$ cat src/rtl/scope_capture_pingpong_framer_core_macros.svh
// ----------------------------------------------------------------------------
// Scope capture framer assertion macros
// Shared concurrent check wrappers for the capture framer RTL.
// ----------------------------------------------------------------------------
`ifndef SCOPE_CAPTURE_PINGPONG_FRAMER_CORE_MACROS_SVH
`define SCOPE_CAPTURE_PINGPONG_FRAMER_CORE_MACROS_SVH

// check with reset masking
`define SCPF_CHECK(lbl, prop, msg) \
  lbl: assert property (@(posedge clk) disable iff (rst) prop) else $error(msg);

// check that also holds while reset is applied
`define SCPF_CHECK_ALWAYS(lbl, prop, msg) \
  lbl: assert property (@(posedge clk) prop) else $error(msg);

`endif

$ cat src/rtl/scpf_pkg.sv
// ----------------------------------------------------------------------------
// Scope capture framer package
// Shared types and codes for the capture store, frame emitter and core.
// ----------------------------------------------------------------------------
package scpf_pkg;

  localparam int WORD_W     = 32;
  localparam int SEQ_W      = 16;
  localparam int IN_SAMPLES = 4;
  localparam int CFG_IDX_W  = 2;

  typedef logic [WORD_W-1:0] word_t;
  typedef logic [SEQ_W-1:0]  seq_t;

  typedef enum logic {
    OP_CAPTURE = 1'b0,
    OP_SEND    = 1'b1
  } opcode_t;

  typedef enum logic [CFG_IDX_W-1:0] {
    REG_ENABLE       = 2'd0,
    REG_CHANNEL_MASK = 2'd1,
    REG_HEADER_MAGIC = 2'd2,
    REG_FOOTER_MAGIC = 2'd3
  } cfg_reg_t;

  // frame start request from the core to the emitter
  typedef struct packed {
    logic start;
    seq_t seq;
  } launch_t;

endpackage

$ cat src/rtl/scpf_store.sv
// ----------------------------------------------------------------------------
// Scope capture sample store
// Two-bank frame memory, one row per frame, one write and one registered read.
// ----------------------------------------------------------------------------
module scpf_store #(
  parameter int NUM_CHANNELS = 4,
  parameter int ADDR_W       = 5
) (
  input  logic                                       clk,
  input  logic                                       wr_en,
  input  logic [ADDR_W-1:0]                          wr_addr,
  input  logic [NUM_CHANNELS-1:0][scpf_pkg::WORD_W-1:0] wr_row,
  input  logic                                       rd_en,
  input  logic [ADDR_W-1:0]                          rd_addr,
  output logic [NUM_CHANNELS-1:0][scpf_pkg::WORD_W-1:0] rd_row
);
  import scpf_pkg::*;

  localparam int ROW_W = NUM_CHANNELS * WORD_W;

  logic [ROW_W-1:0] mem [2**ADDR_W];

  always_ff @(posedge clk) begin
    if (wr_en) begin
      mem[wr_addr] <= wr_row;
    end
  end

  always_ff @(posedge clk) begin
    if (rd_en) begin
      rd_row <= mem[rd_addr];
    end
  end

endmodule

$ cat src/rtl/scpf_framer.sv
// ----------------------------------------------------------------------------
// Scope capture frame emitter
// Serializes one frame (header, sequence/count, channels, footer) per start.
// ----------------------------------------------------------------------------
module scpf_framer #(
  parameter int NUM_CHANNELS = 4
) (
  input  logic                                          clk,
  input  logic                                          rst,
  input  scpf_pkg::launch_t                             launch,
  input  logic [NUM_CHANNELS-1:0][scpf_pkg::WORD_W-1:0] row,
  input  scpf_pkg::word_t                               header_magic,
  input  scpf_pkg::word_t                               footer_magic,
  output logic                                          busy,
  output logic                                          out_valid,
  input  logic                                          out_stall,
  output scpf_pkg::word_t                               frame_word,
  output logic                                          last_word
);
  import scpf_pkg::*;

  localparam int NUM_WORDS = NUM_CHANNELS + 3;
  localparam int CNT_W     = $clog2(NUM_WORDS);
  localparam logic [CNT_W-1:0] LAST_CNT = CNT_W'(NUM_WORDS - 1);

  logic [CNT_W-1:0] cnt;
  seq_t             seq;
  logic             load;
  word_t            word_next;

  assign load = busy && (!out_valid || !out_stall);

  always_comb begin
    word_next = footer_magic;
    if (cnt == '0) begin
      word_next = header_magic;
    end else if (cnt == CNT_W'(1)) begin
      word_next = {(WORD_W - SEQ_W)'(NUM_CHANNELS), seq};
    end else begin
      for (int i = 0; i < NUM_CHANNELS; i++) begin
        if (cnt == CNT_W'(i + 2)) begin
          word_next = row[i];
        end
      end
    end
  end

  always_ff @(posedge clk) begin
    if (rst) begin
      busy      <= 1'b0;
      cnt       <= '0;
      out_valid <= 1'b0;
    end else begin
      if (launch.start) begin
        busy <= 1'b1;
        cnt  <= '0;
      end else if (load) begin
        cnt <= cnt + CNT_W'(1);
        if (cnt == LAST_CNT) begin
          busy <= 1'b0;
        end
      end
      if (load) begin
        out_valid <= 1'b1;
      end else if (!out_stall) begin
        out_valid <= 1'b0;
      end
    end
  end

  always_ff @(posedge clk) begin
    if (launch.start) begin
      seq <= launch.seq;
    end
    if (load) begin
      frame_word <= word_next;
      last_word  <= (cnt == LAST_CNT);
    end
  end

endmodule

$ cat src/rtl/scope_capture_pingpong_framer_core.sv
// ----------------------------------------------------------------------------
// Scope capture ping-pong framer core
// Two-bank capture store with a framed word output for filled banks.
//
// Input channel (in_valid/in_stall): one request per item. A capture request
// (opcode 0) writes one masked row into the current bank and gives no
// output; captures are ignored while disabled. A send request (opcode 1)
// walks the last filled bank one frame per request.
// Output channel (out_valid/out_stall): an emitted frame is NUM_CHANNELS + 3
// words, the footer flagged by last_word. A taken send request launches the
// emitter, which then registers one word per cycle while not stalled.
// Throughput: one capture or skipped send per cycle while the emitter is idle.
// While a frame is being serialized in_stall is high, so the next request
// waits until the emitter has loaded the footer into its output register.
// A receiver stall holds the current word and, through the emitter, stalls
// the input. Reset (rst, synchronous) clears control state and configuration
// registers; the sample store is not cleared, a walk only reads filled banks.
// Configuration writes are taken at any cycle with cfg_wr_en high outside reset.
// ----------------------------------------------------------------------------
`include "scope_capture_pingpong_framer_core_macros.svh"

module scope_capture_pingpong_framer_core #(
  parameter int NUM_CHANNELS = 4,
  parameter int BUFFER_DEPTH = 16
) (
  input  logic                           clk,
  input  logic                           rst,
  input  logic                           cfg_wr_en,
  input  logic [scpf_pkg::CFG_IDX_W-1:0] cfg_index,
  input  scpf_pkg::word_t                cfg_data,
  input  logic                           in_valid,
  output logic                           in_stall,
  input  logic                           opcode,
  input  logic                           tx_allowed,
  input  logic signed [31:0]             sample_0,
  input  logic signed [31:0]             sample_1,
  input  logic signed [31:0]             sample_2,
  input  logic signed [31:0]             sample_3,
  output logic                           out_valid,
  input  logic                           out_stall,
  output scpf_pkg::word_t                frame_word,
  output logic                           last_word
);
  import scpf_pkg::*;

  localparam int IDX_W  = (BUFFER_DEPTH > 1) ? $clog2(BUFFER_DEPTH) : 1;
  localparam int ADDR_W = IDX_W + 1;
  localparam logic [IDX_W-1:0] LAST_IDX = IDX_W'(BUFFER_DEPTH - 1);

  // configuration
  logic        enable;
  logic [3:0]  channel_mask;
  word_t       header_magic;
  word_t       footer_magic;

  // control state
  logic             write_bank;
  logic [IDX_W-1:0] write_index;
  logic             send_bank;
  logic [IDX_W-1:0] read_index;
  logic             reading;
  logic             send_pending;
  seq_t             sequence_number;

  logic                                 in_acc;
  logic                                 send_acc;
  logic                                 cap_acc;
  logic                                 cap;
  logic                                 tick;
  logic                                 walk_bank;
  logic [IDX_W-1:0]                     walk_index;
  logic                                 emit;
  logic [IN_SAMPLES-1:0][WORD_W-1:0]    smp;
  logic [NUM_CHANNELS-1:0][WORD_W-1:0]  wr_row;
  logic [NUM_CHANNELS-1:0][WORD_W-1:0]  rd_row;
  launch_t                              launch;
  logic                                 fr_busy;

  always_ff @(posedge clk) begin
    if (rst) begin
      enable       <= 1'b0;
      channel_mask <= '0;
      header_magic <= '0;
      footer_magic <= '0;
    end else if (cfg_wr_en) begin
      case (cfg_reg_t'(cfg_index))
        REG_ENABLE:       enable       <= cfg_data[0];
        REG_CHANNEL_MASK: channel_mask <= cfg_data[3:0];
        REG_HEADER_MAGIC: header_magic <= cfg_data;
        REG_FOOTER_MAGIC: footer_magic <= cfg_data;
        default: ;
      endcase
    end
  end

  assign in_stall   = fr_busy;
  assign in_acc     = in_valid && !in_stall;
  assign send_acc   = in_acc && (opcode == OP_SEND);
  assign cap_acc    = in_acc && (opcode == OP_CAPTURE);
  assign cap        = cap_acc && enable;
  assign tick       = send_acc && (reading || send_pending);
  assign walk_bank  = reading ? send_bank : ~write_bank;
  assign walk_index = reading ? read_index : '0;
  assign emit       = tick && tx_allowed;

  assign smp = {sample_3, sample_2, sample_1, sample_0};

  always_comb begin
    for (int i = 0; i < NUM_CHANNELS; i++) begin
      wr_row[i] = '0;
      if (i < IN_SAMPLES) begin
        if (channel_mask[2'(i)]) begin
          wr_row[i] = smp[2'(i)];
        end
      end
    end
  end

  always_ff @(posedge clk) begin
    if (rst) begin
      write_bank      <= 1'b1;
      write_index     <= '0;
      send_bank       <= 1'b0;
      read_index      <= '0;
      reading         <= 1'b0;
      send_pending    <= 1'b0;
      sequence_number <= '0;
    end else begin
      if (cap) begin
        if (write_index == LAST_IDX) begin
          write_index  <= '0;
          write_bank   <= ~write_bank;
          send_pending <= 1'b1;
        end else begin
          write_index <= write_index + IDX_W'(1);
        end
      end
      if (tick) begin
        if (!reading) begin
          send_pending <= 1'b0;
          send_bank    <= walk_bank;
        end
        if (walk_index == LAST_IDX) begin
          read_index <= '0;
          reading    <= 1'b0;
        end else begin
          read_index <= walk_index + IDX_W'(1);
          reading    <= 1'b1;
        end
        if (tx_allowed) begin
          sequence_number <= sequence_number + SEQ_W'(1);
        end
      end
    end
  end

  assign launch.start = emit;
  assign launch.seq   = sequence_number;

  scpf_store #(
    .NUM_CHANNELS (NUM_CHANNELS),
    .ADDR_W       (ADDR_W)
  ) u_store (
    .clk     (clk),
    .wr_en   (cap),
    .wr_addr ({write_bank, write_index}),
    .wr_row  (wr_row),
    .rd_en   (emit),
    .rd_addr ({walk_bank, walk_index}),
    .rd_row  (rd_row)
  );

  scpf_framer #(
    .NUM_CHANNELS (NUM_CHANNELS)
  ) u_framer (
    .clk          (clk),
    .rst          (rst),
    .launch       (launch),
    .row          (rd_row),
    .header_magic (header_magic),
    .footer_magic (footer_magic),
    .busy         (fr_busy),
    .out_valid    (out_valid),
    .out_stall    (out_stall),
    .frame_word   (frame_word),
    .last_word    (last_word)
  );

  `SCPF_CHECK(a_skip_no_frame, (send_acc && !tx_allowed) |=> !fr_busy, "skip started a frame")
  `SCPF_CHECK(a_capture_no_frame, cap_acc |=> !fr_busy, "capture started a frame")
  `SCPF_CHECK(a_walk_clears_pending, (tick && !reading) |=> !send_pending, "pending not cleared")
  `SCPF_CHECK(a_index_range, write_index <= LAST_IDX && read_index <= LAST_IDX, "bad index")
  `SCPF_CHECK_ALWAYS(a_reset_idle, rst |=> !out_valid && !fr_busy, "busy after reset")

endmodule
$ cat config.mk
export PLATFORM = sky130hd
export DESIGN_NAME = scope_capture_pingpong_framer_core
export DESIGN_NICKNAME = d
export VERILOG_FILES = /design/src/rtl/scpf_pkg.sv /design/src/rtl/scpf_store.sv /design/src/rtl/scpf_framer.sv /design/src/rtl/scope_capture_pingpong_framer_core.sv
export VERILOG_INCLUDE_DIRS = /design/src /design/src/rtl
export SDC_FILE = /design/constraint.sdc
export NUM_CORES = 2
export LEC_CHECK = 0
export ABC_AREA = 1
export BUFFER_PORTS_ARGS = -buffer_cell sky130_fd_sc_hd__buf_2
export CAP_MARGIN = 20
export CORE_MARGIN = 1.5
export CORE_UTILIZATION = 30
export DETAILED_ROUTE_END_ITERATION = 12
export GPL_ROUTABILITY_DRIVEN = 0
export PLACE_DENSITY_LB_ADDON = 0.25
export SYNTH_ARGS = -nofsm -noshare
export SYNTH_HDL_FRONTEND = slang
export SYNTH_SLANG_ARGS = --single-unit
$ cat constraint.sdc
create_clock -name clk -period 7.49 [get_ports clk]
set_clock_uncertainty 0.15 [all_clocks]
set_input_delay 0.3745 -clock clk [delete_from_list [all_inputs] [get_ports clk]]
set_output_delay 0.3745 -clock clk [all_outputs]
set_load 0.005 [all_outputs]
==> results.txt <==
* Starting Density: 0.301
- Post-DR wirelength/cell: 21.1 um
- The most common cell in the synthesized netlist is sky130_fd_sc_hd__nand2_1.
* Final Hold Fails: 0
* Leakage: 44.7 nW
- In this run the power spent charging and discharging nets is 5.08 mW.
* Fraction of final layout cells sized beyond drive strength 1: 0.0631
- 1st-iter DRT viols: 6124
- Core ar.: 327000 um^2
* Post-CTS clock slew at the launch and capture registers of the worst setup and hold paths: 70 ps
* Ordered list of cells on the worst path: nand2_8, inv_8, buf_4, buf_4, nand2_1, nand3_1, nand3_1, nand3_1, nand2_1, nand2_1, nand2_1
* RSZ-0062 raised after global routing: false
* Main flop type after synthesis: sky130_fd_sc_hd__edfxtp_1
- In this run the tool buffered the top-level ports with 139 buffer cells.
- Total non-filler cell area in the finished layout: 111000 um^2
- Launching element type of the critical path: flip-flop
- Avg Synthesized Cell Area: 10.1 um^2
* Std cell rows: 210
* MaxCap Viol Count: 0
- The slowest stage of the critical path is the sky130_fd_sc_hd__dfxtp_4 cell.
- Summing all placed instances gives a cell area of 104000 um^2.
* TNS Setup: 0 ps
- Synth area leaders: sky130_fd_sc_hd__edfxtp_1, sky130_fd_sc_hd__nand3_1, sky130_fd_sc_hd__nand2_1
- DRC violations left: 0
- Number of global-route vias before repair: 62.9k
* Combined area of all synthesized cells: 98500 um^2
- Slew headroom: 0.235
- Total I/O pin count: 204
* Cell repeated most along the worst path: sky130_fd_sc_hd__nand2_1
- After detailed routing, the met3 layer carries 20900 um of wire.
- The number of antenna violations at the first check in global routing came to 20.
- Synthesis produced a netlist whose cell count is 9798.
* Maximum number of buffers from clock root to sink: 4
- Setup violations remaining at the end of the flow were counted as 0.
- Vertical extent of the die: 576 um
- TritonCTS built the clock tree.
- Compared with the post-synthesis result, the final layout area differs by 13.1%.
- Maximum number of pins on one net before global-route repair: 189
- Pre-CTS worst setup slack: 3220 ps
* Full die area: 332000 um^2
- Number of buffers inserted for hold repair after clock tree synthesis: 46
- Global routing finished with a remaining overflow of 0.
- Length of the first detailed-routing pass in iterations: 6
- The first global-routing pass estimated 435000 um of wire.
* Sinks on Clock Net: 2261
* Combined buffer and inverter count along the critical path: 3
- Detailed-route vias per instance: 4.67
- The detailed router used layers up to and including met5.
- By count the netlist is led by sky130_fd_sc_hd__nand2_1, sky130_fd_sc_hd__edfxtp_1, sky130_fd_sc_hd__nand3_1.
- Kind of cell adding the most delay to the critical path: buffers and inverters
* Delay of the slowest critical-path stage: 900 ps
* Number of gates resized after cts: 0
* Synth area leader: sky130_fd_sc_hd__edfxtp_1
- Achievable frequency: 235 MHz
* Post-CTS setup repair buffer count: 0
- Of the total power, registers draw 0.546.
- Worst setup path class: flip-flop to flip-flop
- Post-route met1 wirelength: 133000 um
- The share of total power dissipated in combinational logic is 0.010.
* Arrival time of data at the critical path endpoint: 4620 ps
* Clock network fraction of design power: 0.444
* Endpoint type of the worst setup path: flip-flop
- Number of max-slew violations in the final report: 0
- Post-synthesis async set-or-reset flop share: 0
- The number of nets handed over by synthesis was 9978.
- Cell count after placement: 13.9k
* Cell chosen for the clock root: sky130_fd_sc_hd__clkbuf_16
- Req. time, crit path: 7860 ps
* H-tree depth reported by CTS: 4
- Register bit total from synthesis: 2261
- Yosys warnings: 0
- Cell-internal power: 20.1 mW
* Switching Fraction: 0.202
- Final non-filler cell total: 14.3k
- The run finished with clean final reports.
- Total via count after detailed routing: 67.0k
- Counting the buffers created by CTS gives 234.
* Crit share post-route: 0.567
* Insertion delay to the later sink of the worst-skew pair: 910 ps
* Total Routed Length: 302000 um
- From left edge to right edge, the die measures 576 um.
- Distinct cell type count of the synthesized netlist: 32
* Seq/Total Area, Yosys: 0.679
* Biggest fanout along the worst timing path: 115
* Total half-perimeter wirelength after legalization and detailed placement: 150000 um
- In this run the remaining antenna-violating nets after routing total 0.
- Number of flops mapped to enable cells by yosys: 2161
- Met2 wire length: 139000 um
- Post-layout min period: 4250 ps
- Portion of synthesized cell area occupied by the leading cell type: 0.659
* Aggregate global-route resource usage: 0.178
* Worst-margin pin slew: 1150 ps
* Peak VDD IR: 187 uV
- Smallest setup slack after layout: 3240 ps
* Fill cell total of the finished layout: 32.6k
- Path type of the worst min-delay path: input port to flip-flop
* Power Dens Cells: 226 nW/um^2
- The final layout contains 9997 nets.
[layer usage]
layer	up-vias	GRT usage
met4	10	0.0537
li1	31677	-
met3	486	0.0233
met2	2347	0.291
met5	-	0
met1	32510	0.245
[placed cells by master (no fill, tap or decap), types with 5 or more instances in the layout]
| master | netlist | final |
|---|---|---|
| sky130_fd_sc_hd__o21bai_1 | 16 | 16 |
| sky130_fd_sc_hd__a21oi_1 | 55 | 55 |
| sky130_fd_sc_hd__edfxtp_1 | 2161 | 2161 |
| sky130_fd_sc_hd__clkbuf_16 | 0 | 238 |
| sky130_fd_sc_hd__nand3_1 | 1682 | 1681 |
| sky130_fd_sc_hd__dlygate4sd3_1 | 0 | 48 |
| sky130_fd_sc_hd__buf_2 | 342 | 139 |
| sky130_fd_sc_hd__a211oi_1 | 15 | 15 |
| sky130_fd_sc_hd__clkbuf_1 | 123 | 65 |
| sky130_fd_sc_hd__dfxtp_1 | 100 | 96 |
| sky130_fd_sc_hd__inv_1 | 1678 | 1674 |
| sky130_fd_sc_hd__nor2_1 | 1188 | 1158 |
| sky130_fd_sc_hd__buf_4 | 34 | 97 |
| sky130_fd_sc_hd__ha_1 | 11 | 11 |
| sky130_fd_sc_hd__nand2_1 | 2167 | 2166 |
| sky130_fd_sc_hd__clkinv_1 | 1 | 44 |
| sky130_fd_sc_hd__xor2_1 | 5 | 5 |
| sky130_fd_sc_hd__clkinv_2 | 0 | 38 |
| sky130_fd_sc_hd__o21ai_0 | 139 | 138 |
| sky130_fd_sc_hd__nor2_4 | 1 | 31 |
| sky130_fd_sc_hd__a31oi_1 | 17 | 17 |
| sky130_fd_sc_hd__buf_12 | 0 | 30 |
| sky130_fd_sc_hd__bufinv_16 | 0 | 14 |
[power by group through the flow]
stage / Clock [mW] / Combinational [mW] / Sequential (mW)
after CTS: 11.4 / 0.260 / 13.8
after detailed placement: 0 / 0.242 / 14.0
after global placement: 0 / 0.233 / 14.0
after floorplan: 0 / 0.115 / 14.0
final: 11.2 / 0.262 / 13.8
after global routing: 11.8 / 0.290 / 13.8
[metrics by stage]
| step | total power [mW] | utilization | hold WS (ps) |
|---|---|---|---|
| floorplan | 14.2 | - | 258 |
| global placement | 14.3 | 0.317 | 274 |
| detailed placement | 14.3 | 0.317 | 278 |
| CTS | 25.4 | 0.340 | 80.5 |
| global route | 25.9 | 0.340 | 164 |
| finish | 25.2 | 0.341 | 141 |
[cell families (layout without fill, tap and decap cells)]
group,after synthesis,in the layout,share of synthesized area
other,0,4,0
and+or+nand+nor,5059,5059,0.215
xor gates and xnor gates,5,5,0.000444
adders and majority gates,11,11,0.00140
buffers and inverters,2217,2413,0.0910
DFF,2261,2261,0.679
AOI/OAI and AO/OA,245,245,0.0134
[worst min-delay path: stages]
cell	delay, ps
sky130_fd_sc_hd__dlygate4sd3_1	530
sky130_fd_sc_hd__buf_2	110
sky130_fd_sc_hd__nor2_1	40
sky130_fd_sc_hd__nor2_1	80
[cell type report]
type | count | area, um^2 | area share
Sequential cell | 2261 | 66900 | 0.601
Multi-Input combinational cell | 5320 | 23000 | 0.206
Inverter | 1683 | 6350 | 0.0570
Clock buffer | 307 | 6250 | 0.0562
Tap cell | 4346 | 5440 | 0.0488
Timing Repair Buffer | 317 | 2590 | 0.0232
Clock inverter | 106 | 877 | 0.00787
Antenna cell | 4 | 10.0 | 0.0000899
[flip-flops by register name (all words and copies together), names as in the netlist, 2 cells and up]
name                 flops
footer_magic            32
read_index               4
channel_mask             2
u_store.mem           2048
header_magic            32
u_store.rd_row          64
sequence_number         16
u_framer.frame_word     32
write_index              4
u_framer.cnt             3
u_framer.seq            16
[final timing paths]
kind              cells past startpoint                            to                             start  slack (ps)
setup reg to reg                     11  u_store.rd_row[48]$_DFFE_PP_        read_index[0]$_SDFFE_PP0N_        3240
hold / removal                        4  header_magic[9]$_SDFFE_PP0P_                       cfg_data[9]         140
setup / recovery                     11  u_store.rd_row[48]$_DFFE_PP_        read_index[0]$_SDFFE_PP0N_        3240
hold reg to reg                       0    u_framer.seq[15]$_DFFE_PP_  sequence_number[15]$_SDFFE_PP0P_         290
Power figures use the tool's default switching activity.
